===== config.mk =====
export PLATFORM = sky130hd
export DESIGN_NAME = gyro_heading_integrator
export DESIGN_NICKNAME = d
export VERILOG_FILES = /design/src/hw/rtl/ghi_pkg.sv /design/src/hw/rtl/gyro_heading_integrator.sv /design/src/hw/rtl/ghi_dp.sv /design/src/hw/rtl/ghi_ctrl.sv
export SDC_FILE = /design/constraint.sdc
export NUM_CORES = 2
export LEC_CHECK = 0
export BUFFER_PORTS_ARGS = -buffer_cell sky130_fd_sc_hd__buf_2
export CAP_MARGIN = 10
export CORE_UTILIZATION = 40
export CTS_BUF_LIST = sky130_fd_sc_hd__clkbuf_16
export DETAILED_ROUTE_END_ITERATION = 6
export PLACE_DENSITY = 0.58
export SLEW_MARGIN = 20
export SYNTH_ARGS = -nofsm -noshare
export SYNTH_HDL_FRONTEND = slang
export SYNTH_HIERARCHICAL = 1
export SYNTH_SLANG_ARGS = --single-unit

===== constraint.sdc =====
create_clock -name clk -period 7.85 [get_ports clk]
set_clock_uncertainty 0.2 [all_clocks]
set_input_delay 1.1775 -clock clk [delete_from_list [all_inputs] [get_ports clk]]
set_output_delay 1.1775 -clock clk [all_outputs]
set_load 0.02 [all_outputs]

===== src/hw/rtl/ghi_pkg.sv =====
// Shared types and constants for the gyro heading integrator.
// Used by ghi_ctrl, ghi_dp and gyro_heading_integrator; depends on nothing.
package ghi_pkg;

	// heading is kept in units of 2^-20 degree, modulo 360 degrees
	localparam int unsigned HEAD_W = 29;
	localparam logic [HEAD_W-1:0] HEAD_MOD = 29'd377487360;

	// calibration
	localparam int unsigned CAL_SAMPLES = 64;
	localparam int unsigned CNT_W = 8;
	localparam int unsigned SUM_W = 24;
	localparam int unsigned INTERVAL_W = 16;
	localparam logic [INTERVAL_W-1:0] INTERVAL_RST = 16'd100;

	// rate scaling: delta = dt * diff / RATE_DEN, rounded
	localparam int unsigned RATE_DEN = 8000;
	localparam int unsigned REM_W = $clog2(RATE_DEN);
	localparam int unsigned DEN_W = REM_W + 1;
	localparam int unsigned DIFF_W = 25;
	localparam int unsigned PROD_W = 32 + DIFF_W;

	// serial divider: DIV_STEP quotient bits per cycle
	localparam int unsigned DIV_W = 60;
	localparam int unsigned DIV_STEP = 4;
	localparam int unsigned DIV_CYCLES = DIV_W / DIV_STEP;
	localparam int unsigned DIVC_W = $clog2(DIV_CYCLES);

	// commands from the controller to the datapath
	typedef struct packed {
		logic load;
		logic cal_acc;
		logic bias_load;
		logic prep;
		logic mul;
		logic rnd;
		logic div_step;
		logic bias_set;
		logic head_upd;
		logic drift;
		logic rec_first;
		logic rec_step;
		logic out_load;
		logic out_cal;
	} cmd_t;

	// status from the datapath to the controller
	typedef struct packed {
		logic cal_last;
	} status_t;

endpackage


===== src/hw/rtl/gyro_heading_integrator.sv =====
// Top level of the gyro heading integrator: controller plus datapath.
// Depends on ghi_pkg, ghi_ctrl and ghi_dp.
//
//  channel  handshake            payload
//  input    in_valid / in_stall  raw_rate[15:0] s, now_us[31:0], now_ms[31:0]
//  output   out_valid/out_stall  heading[28:0], calibrated
//  config   cfg_we               cfg_wdata[15:0] (drift_interval_ms)
//
// Calibration words go from acceptance through the rate sum to the output
// register; the last one also goes through the serial divider for the bias.
// Every later word passes prepare, multiply, rounding, the 4-bit-per-cycle
// divide-and-wrap unit, integrate, drift and output.
// One word is in work at a time; in_stall is high from acceptance until the
// result enters the output register, which waits while out_stall is high.
// Reset clears only control and block state; drift_interval_ms returns to 100.
module gyro_heading_integrator (
	input  logic               clk,
	input  logic               arst_n,
	input  logic               in_valid,
	output logic               in_stall,
	input  logic signed [15:0] raw_rate,
	input  logic [31:0]        now_us,
	input  logic [31:0]        now_ms,
	output logic               out_valid,
	input  logic               out_stall,
	output logic [28:0]        heading,
	output logic               calibrated,
	input  logic               cfg_we,
	input  logic [15:0]        cfg_wdata
);
	import ghi_pkg::*;

	cmd_t    cmd;
	status_t status;

	ghi_ctrl u_ctrl (
		.clk       (clk),
		.arst_n    (arst_n),
		.in_valid  (in_valid),
		.in_stall  (in_stall),
		.out_valid (out_valid),
		.out_stall (out_stall),
		.status    (status),
		.cmd       (cmd)
	);

	ghi_dp u_dp (
		.clk        (clk),
		.arst_n     (arst_n),
		.cmd        (cmd),
		.status     (status),
		.raw_rate   (raw_rate),
		.now_us     (now_us),
		.now_ms     (now_ms),
		.cfg_we     (cfg_we),
		.cfg_wdata  (cfg_wdata),
		.heading    (heading),
		.calibrated (calibrated)
	);

`ifndef SYNTHESIS
	// a word in work blocks the next one
	a_busy_after_accept: assert property (@(posedge clk) disable iff (!arst_n)
		in_valid && !in_stall |=> in_stall)
		else $error("input taken while a word is in work");

	// heading stays within one turn
	a_heading_range: assert property (@(posedge clk) disable iff (!arst_n)
		out_valid |-> heading < HEAD_MOD)
		else $error("heading outside one turn");

	// once calibrated, never back
	a_cal_sticky: assert property (@(posedge clk) disable iff (!arst_n)
		out_valid && !out_stall && calibrated |=> !out_valid || calibrated)
		else $error("calibrated flag dropped");
`endif

endmodule


===== src/hw/rtl/ghi_dp.sv =====
// Datapath of the gyro heading integrator: calibration sums, multiplier,
// serial divide-and-wrap unit, heading and drift registers. Depends on ghi_pkg.
module ghi_dp (
	input  logic                clk,
	input  logic                arst_n,
	input  ghi_pkg::cmd_t       cmd,
	output ghi_pkg::status_t    status,
	input  logic signed [15:0]  raw_rate,
	input  logic [31:0]         now_us,
	input  logic [31:0]         now_ms,
	input  logic                cfg_we,
	input  logic [15:0]         cfg_wdata,
	output logic [28:0]         heading,
	output logic                calibrated
);
	import ghi_pkg::*;

	// captured word and working payload
	logic signed [15:0]       raw_q;
	logic [31:0]              us_q;
	logic [31:0]              ms_q;
	logic [31:0]              dt_q;
	logic [DIFF_W-1:0]        mag_q;
	logic                     neg_q;
	logic [DEN_W-1:0]         den_q;
	logic [DIV_W-1:0]         dividend_q;
	logic [REM_W-1:0]         rem_q;
	logic [HEAD_W-1:0]        qm_q;
	logic [HEAD_W-1:0]        heading_q;
	logic                     calibrated_q;

	// block state
	logic [INTERVAL_W-1:0]    interval_q;
	logic [CNT_W-1:0]         sample_count_q;
	logic signed [SUM_W-1:0]  rate_sum_q;
	logic signed [SUM_W-1:0]  rate_bias_q;
	logic [HEAD_W-1:0]        heading_acc_q;
	logic [HEAD_W-1:0]        first_heading_q;
	logic signed [HEAD_W:0]   drift_step_q;
	logic [31:0]              last_time_us_q;
	logic [31:0]              last_drift_ms_q;

	logic signed [DIFF_W-1:0] diff;
	logic [DIFF_W-1:0]        diff_mag;
	logic [SUM_W-1:0]         sum_mag;
	logic [PROD_W-1:0]        prod;
	logic [DIV_W-1:0]         div_d;
	logic [REM_W-1:0]         div_r;
	logic [HEAD_W-1:0]        div_q;
	logic [HEAD_W:0]          h_pos;
	logic [HEAD_W:0]          h_neg;
	logic [HEAD_W-1:0]        h_int;
	logic [31:0]              elapsed;
	logic                     drift_due;
	logic signed [HEAD_W+1:0] h_sum;
	logic [HEAD_W-1:0]        h_wrap;
	logic [HEAD_W-1:0]        h_next;

	assign status.cal_last = (sample_count_q >= CNT_W'(CAL_SAMPLES - 1));
	assign heading = heading_q;
	assign calibrated = calibrated_q;

	// bias-corrected rate and its magnitude
	assign diff = $signed({raw_q[15], raw_q, 8'd0}) - $signed({rate_bias_q[SUM_W-1], rate_bias_q});
	assign diff_mag = diff[DIFF_W-1] ? DIFF_W'(-diff) : DIFF_W'(diff);
	assign sum_mag = rate_sum_q[SUM_W-1] ? SUM_W'(-rate_sum_q) : SUM_W'(rate_sum_q);
	assign prod = PROD_W'(dt_q) * PROD_W'(mag_q);

	// divide step: shift out quotient bits, keep quotient modulo 360 degrees
	always_comb begin
		logic [DEN_W-1:0]  t;
		logic [HEAD_W:0]   u;
		logic              qb;
		div_d = dividend_q;
		div_r = rem_q;
		div_q = qm_q;
		for (int i = 0; i < DIV_STEP; i++) begin
			t = {div_r, div_d[DIV_W-1]};
			div_d = {div_d[DIV_W-2:0], 1'b0};
			qb = (t >= den_q);
			if (qb) begin
				t = t - den_q;
			end
			div_r = t[REM_W-1:0];
			u = {div_q, qb};
			if (u >= {1'b0, HEAD_MOD}) begin
				u = u - {1'b0, HEAD_MOD};
			end
			div_q = u[HEAD_W-1:0];
		end
	end

	// integrate: subtract signed delta, wrap into one turn
	assign h_pos = {1'b0, heading_acc_q} - {1'b0, qm_q};
	assign h_neg = {1'b0, heading_acc_q} + {1'b0, qm_q};
	always_comb begin
		if (neg_q) begin
			h_int = (h_neg >= {1'b0, HEAD_MOD}) ? HEAD_W'(h_neg - {1'b0, HEAD_MOD})
				: h_neg[HEAD_W-1:0];
		end else begin
			h_int = h_pos[HEAD_W] ? HEAD_W'(h_pos + {1'b0, HEAD_MOD}) : h_pos[HEAD_W-1:0];
		end
	end

	// drift: add drift step once the interval has been exceeded
	assign elapsed = ms_q - last_drift_ms_q;
	assign drift_due = (elapsed > {16'd0, interval_q});
	assign h_sum = $signed({2'b00, heading_acc_q}) + $signed({drift_step_q[HEAD_W], drift_step_q});
	always_comb begin
		if (h_sum < 0) begin
			h_wrap = HEAD_W'(h_sum + $signed({2'b00, HEAD_MOD}));
		end else if (h_sum >= $signed({2'b00, HEAD_MOD})) begin
			h_wrap = HEAD_W'(h_sum - $signed({2'b00, HEAD_MOD}));
		end else begin
			h_wrap = h_sum[HEAD_W-1:0];
		end
	end
	assign h_next = drift_due ? h_wrap : heading_acc_q;

	// working registers
	always_ff @(posedge clk) begin
		if (cmd.load) begin
			raw_q <= raw_rate;
			us_q <= now_us;
			ms_q <= now_ms;
		end
		if (cmd.prep) begin
			dt_q <= us_q - last_time_us_q;
			mag_q <= diff_mag;
			neg_q <= diff[DIFF_W-1];
			den_q <= DEN_W'(RATE_DEN);
		end
		if (cmd.bias_load) begin
			neg_q <= rate_sum_q[SUM_W-1];
			den_q <= DEN_W'(CAL_SAMPLES);
			dividend_q <= DIV_W'({sum_mag, 8'd0});
			rem_q <= '0;
			qm_q <= '0;
		end
		if (cmd.mul) begin
			dividend_q <= DIV_W'(prod);
			rem_q <= '0;
			qm_q <= '0;
		end
		if (cmd.rnd) begin
			dividend_q <= dividend_q + DIV_W'(den_q >> 1);
		end
		if (cmd.div_step) begin
			dividend_q <= div_d;
			rem_q <= div_r;
			qm_q <= div_q;
		end
		if (cmd.out_load) begin
			heading_q <= heading_acc_q;
			calibrated_q <= cmd.out_cal;
		end
	end

	// block state
	always_ff @(posedge clk or negedge arst_n) begin
		if (!arst_n) begin
			interval_q <= INTERVAL_RST;
			sample_count_q <= '0;
			rate_sum_q <= '0;
			rate_bias_q <= '0;
			heading_acc_q <= '0;
			first_heading_q <= '0;
			drift_step_q <= '0;
			last_time_us_q <= '0;
			last_drift_ms_q <= '0;
		end else begin
			if (cfg_we) begin
				interval_q <= cfg_wdata;
			end
			if (cmd.cal_acc) begin
				if (sample_count_q == '0) begin
					last_time_us_q <= us_q;
				end
				rate_sum_q <= rate_sum_q + SUM_W'(raw_q);
				sample_count_q <= sample_count_q + 1'b1;
			end
			if (cmd.bias_set) begin
				rate_bias_q <= neg_q ? SUM_W'(-qm_q[SUM_W-1:0]) : $signed(qm_q[SUM_W-1:0]);
			end
			if (cmd.head_upd) begin
				heading_acc_q <= h_int;
				last_time_us_q <= us_q;
			end
			if (cmd.drift) begin
				heading_acc_q <= h_next;
				if (drift_due) begin
					last_drift_ms_q <= ms_q;
				end
				if (cmd.rec_first) begin
					first_heading_q <= h_next;
				end
				if (cmd.rec_step) begin
					drift_step_q <= $signed({1'b0, h_next} - {1'b0, first_heading_q});
					last_drift_ms_q <= ms_q;
				end
			end
		end
	end

endmodule


===== src/hw/rtl/ghi_ctrl.sv =====
// Controller of the gyro heading integrator: sequences calibration, the
// multiply/divide steps and the output register. Depends on ghi_pkg.
module ghi_ctrl (
	input  logic              clk,
	input  logic              arst_n,
	input  logic              in_valid,
	output logic              in_stall,
	output logic              out_valid,
	input  logic              out_stall,
	input  ghi_pkg::status_t  status,
	output ghi_pkg::cmd_t     cmd
);
	import ghi_pkg::*;

	typedef enum logic [3:0] {
		S_IDLE,
		S_CAL,
		S_BLOAD,
		S_PREP,
		S_MUL,
		S_RND,
		S_DIV,
		S_BIAS,
		S_HEAD,
		S_DRIFT,
		S_OUT
	} state_t;

	typedef enum logic [1:0] {
		P_CAL,
		P_DRIFT1,
		P_DRIFT2,
		P_RUN
	} phase_t;

	state_t            state_q;
	phase_t            phase_q;
	logic [DIVC_W-1:0] div_cnt_q;
	logic              out_valid_q;
	logic              out_free;

	assign in_stall = (state_q != S_IDLE);
	assign out_valid = out_valid_q;
	assign out_free = !out_valid_q || !out_stall;

	// decode commands from the current state
	always_comb begin
		cmd = '0;
		case (state_q)
			S_IDLE:  cmd.load = in_valid;
			S_CAL:   cmd.cal_acc = 1'b1;
			S_BLOAD: cmd.bias_load = 1'b1;
			S_PREP:  cmd.prep = 1'b1;
			S_MUL:   cmd.mul = 1'b1;
			S_RND:   cmd.rnd = 1'b1;
			S_DIV:   cmd.div_step = 1'b1;
			S_BIAS:  cmd.bias_set = 1'b1;
			S_HEAD:  cmd.head_upd = 1'b1;
			S_DRIFT: begin
				cmd.drift = 1'b1;
				cmd.rec_first = (phase_q == P_DRIFT1);
				cmd.rec_step = (phase_q == P_DRIFT2);
			end
			S_OUT: begin
				cmd.out_load = out_free;
				cmd.out_cal = (phase_q == P_RUN);
			end
			default: cmd = '0;
		endcase
	end

	// state, phase, divide counter and output valid
	always_ff @(posedge clk or negedge arst_n) begin
		if (!arst_n) begin
			state_q <= S_IDLE;
			phase_q <= P_CAL;
			div_cnt_q <= '0;
			out_valid_q <= 1'b0;
		end else begin
			if (cmd.out_load) begin
				out_valid_q <= 1'b1;
			end else if (!out_stall) begin
				out_valid_q <= 1'b0;
			end
			case (state_q)
				S_IDLE: begin
					if (in_valid) begin
						state_q <= (phase_q == P_CAL) ? S_CAL : S_PREP;
					end
				end
				S_CAL: begin
					state_q <= status.cal_last ? S_BLOAD : S_OUT;
				end
				S_BLOAD: state_q <= S_RND;
				S_PREP:  state_q <= S_MUL;
				S_MUL:   state_q <= S_RND;
				S_RND: begin
					div_cnt_q <= DIVC_W'(DIV_CYCLES - 1);
					state_q <= S_DIV;
				end
				S_DIV: begin
					div_cnt_q <= div_cnt_q - 1'b1;
					if (div_cnt_q == '0) begin
						state_q <= (phase_q == P_CAL) ? S_BIAS : S_HEAD;
					end
				end
				S_BIAS: begin
					phase_q <= P_DRIFT1;
					state_q <= S_OUT;
				end
				S_HEAD: state_q <= S_DRIFT;
				S_DRIFT: begin
					// advance through the two drift samples
					case (phase_q)
						P_DRIFT1: phase_q <= P_DRIFT2;
						P_DRIFT2: phase_q <= P_RUN;
						default:  phase_q <= phase_q;
					endcase
					state_q <= S_OUT;
				end
				S_OUT: begin
					if (out_free) begin
						state_q <= S_IDLE;
					end
				end
				default: state_q <= S_IDLE;
			endcase
		end
	end

endmodule

==> flow_summary.yaml <==
timing:
  final.period_utilization: 0.998
  timing.final.max_slew_violations: 0
  finalWorstPathRequiredPeriod_ns: 7.84
  max_freq_mhz: 128
  setup_repair_after_global_routing_missed_its_margin: "true"
  max_slew_margin: 0.161
  final-setup-viol-count: 0
  tightestPinTransition_ns: 1.23
  final-hold-violation-count: 0
detailed_routing:
  wire_per_inst_um: 18.7
  ant_nets: 0
  detail_route.drc_violations: 0
  vias_per_cell: 5.25
  1st_pass_router_iterations: 5
  routed-via-count: 49339
  drt_iter0_drc: 2723
  wirelength_mm: 176
setup_path:
  worstPathRequired_ns: 8.04
  worstSetupPathType: "flip-flop to flip-flop"
  worstSetupStartpointType: "flip-flop"
  crit_top_cell: "fa_1"
  end_kind: "flip-flop"
  cpMaxStageDelayCell: "fa_1"
  critPathMaxStageDelay_ns: 0.56
  cp_max_fo: 13
  arrival_ns: 8.02
synth:
  synth_enable_flop_cells: 266
  ys_ff_latch: 506
  yosys.area_share.simple: 0.161
  async_reset_ff_frac: 0.464
  combinational_family_with_the_most_area_after_synthesis: "adder cells"
  yosysTopAreaCellShare: 0.225
  synth_top_cells_by_area: "fa_1, edfxtp_1, ha_1"
  synthesized_area_fraction_occupied_by_ao_oa_aoi_and_oai_cells: 0.132
  synth_mux_area_frac: 0.0274
  synth-xor-area-share: 0.0497
  syn_inst: 6827
  ys_dominant_reg_cell: "edfxtp_1"
  sequential_to_total_area_share_from_yosys_stat: 0.226
  synth_top_area_cell: "fa_1"
  yosysUniqueCellTypes: 121
  synth.avg_cell_area_um2: 9.05
  mappedNetlistArea_um2: 61800
  syn_nets: 8096
  post_synth_fa_ha_maj_area_fraction: 0.321
  yosys_warnings: 6
global_route:
  global_route.usage.total: 0.224
  antenna_found_initial: 10
  grt_max_degree: 142
  first_pass_grt_wire_length_mm: 280
  first_global_vias: 50167
  global_route.overflow_total: 0
cts:
  clkSinkCount: 506
  cts_root_buf: "clkbuf_16"
  htreeDepth: 3
  clkSlewWorstSetupHoldPaths_ns: 0.06
  clock_tree_from_tritoncts: "yes"
  cts-root-to-sink-buffers: 3
  tritoncts.num_buffers: 66
  insertion_delay_ns: 0.69
floorplan:
  coreArea_um2: 153000
  boundary_pins: 133
  die_w_um: 395
  floorplan.rows: 143
  die-height_um: 395
  design.die.area_um2: 156000
  initial_utilization: 0.405
final_layout:
  final_common_cell: "inv_1"
  syn_to_final_growth_pct: 17.7
  layoutNonFillerInstCount: 9405
  fin_nets: 8590
  layout-drive-gt1-share: 0.168
  mostFrequentLayoutCells: "inv_1, nand2_1, fa_1, buf_4, ha_1"
  antenna_cells: 0
place:
  numPlacedInstances: 9180
  routability_driven_placement_congestion_ratio: 0.902
  post-dp-hpwl_mm: 137
  buffer_ports.inserted: 132
outcome:
  status: "completed"
run:
  drv.max_cap_violation_count: 0
hold_path:
  timing.hold.worst.class: "input pin to async pin"
## final timing paths
path	startpoint	slack [ns]	cells past startpoint	end
setup / recovery	u_dp/mag_q[8]	0.01	30	u_dp/dividend_q[51]
hold / removal	arst_n	0.18	1	u_dp/first_heading_q[27]
setup reg to reg	u_dp/mag_q[8]	0.01	30	u_dp/dividend_q[51]
hold reg to reg	u_dp/sample_count_q[7]	0.28	1	u_dp/sample_count_q[7]
max in group asynchronous	arst_n	6.12	2	u_dp/last_time_us_q[20]
min in group clk	u_dp/sample_count_q[7]	0.28	1	u_dp/sample_count_q[7]
## synthesized netlist by cell type, drive strengths merged, types with 38 or more instances
| master | number |
|---|---|
| nand3 | 98 |
| o31ai | 45 |
| or3 | 40 |
| nand2b | 52 |
| clkbuf | 264 |
| mux2i | 44 |
| and2 | 364 |
| o21a | 39 |
| nor3 | 87 |
| nor2 | 312 |
| a21oi | 348 |
| o21ai | 345 |
| a21o | 112 |
| a31oi | 46 |
| dfrtp | 232 |
| mux2 | 111 |
| edfxtp | 266 |
| xnor2 | 247 |
| inv | 1052 |
| o21bai | 38 |
| nand2 | 828 |
| and3 | 43 |
| xor2 | 104 |
| o211ai | 39 |
| ha | 474 |
| a211oi | 64 |
| nor2b | 67 |
| fa | 694 |
## flip-flops by register name (all words and copies together) (netlist names), 13 cells and up, named ones only
name	flops
u_dp/heading_acc_q	29
u_dp/first_heading_q	29
u_dp/last_drift_ms_q	32
u_dp/drift_step_q	30
u_dp/heading	29
u_dp/last_time_us_q	32
u_dp/qm_q	29
u_dp/interval_q	16
u_dp/ms_q	32
u_dp/dividend_q	56
u_dp/rem_q	13
u_dp/dt_q	32
u_dp/rate_bias_q	24
u_dp/raw_q	16
u_dp/us_q	32
u_dp/rate_sum_q	24
u_dp/mag_q	25
## what timing repair did
| item | CTS | global route |
|---|---|---|
| gates cloned | 3 | 7 |
| pin swaps | 100 | 214 |
| setup endpoints to repair | 33 | 40 |
| setup buffers | 31 | 64 |
| hold buffers | 0 | 0 |
| endpoints found under the hold margin | 0 | 0 |
| resized for setup | 102 | 248 |
## cells by family after synthesis
group | after synthesis
compound gates | 1273
xor+xnor | 351
fa+ha+maj | 1168
buf+inv | 1338
flops | 506
mux | 155
simple gates | 2036
## stage by stage
step	area, um^2	util	TNS, ns	hold slack (ns)	worst slack (ns)
floorplan	61900	-	0	0.238	0.00345
global placement	68100	0.446	-4.81	0.263	-0.343
detailed placement	68100	0.446	-5.76	0.263	-0.427
CTS	71100	0.466	-0.0107	0.159	-0.00920
global route	72700	0.477	-3.40	0.188	-0.279
finish	72700	0.477	0	0.185	0.0149
## worst max-delay path, delay by kind of cell, from the launching register on
| kind | cells | cell delay (ns) |
|---|---|---|
| and+or+nand+nor | 2 | 0.17 |
| DFF | 1 | 0.37 |
| AOI/OAI and AO/OA | 10 | 1.97 |
| buffers and inverters | 9 | 0.91 |
| xor gates and xnor gates | 1 | 0.10 |
| adders and majority gates | 8 | 3.81 |
## per-layer routing
layer  up-vias  track usage  part of all wire
met2      1083        0.376              0.48
met1     24521        0.301              0.44
met5         -            0           0.00028
li1      23485            -                 -
met4         8       0.0698             0.031
met3       242       0.0286             0.045
## layout make-up
type,instances,area [um^2]
clock buffer,66,1650
clock inverter,56,581
fill,14425,79900
inverter,1054,3960
multi-input combinational,4984,44100
sequential,506,14000
tap,2030,2540
timing repair buffer,709,5950
Power is not shown: default switching activity piles up to over one toggle a cycle in this logic, so the estimate is an artifact.
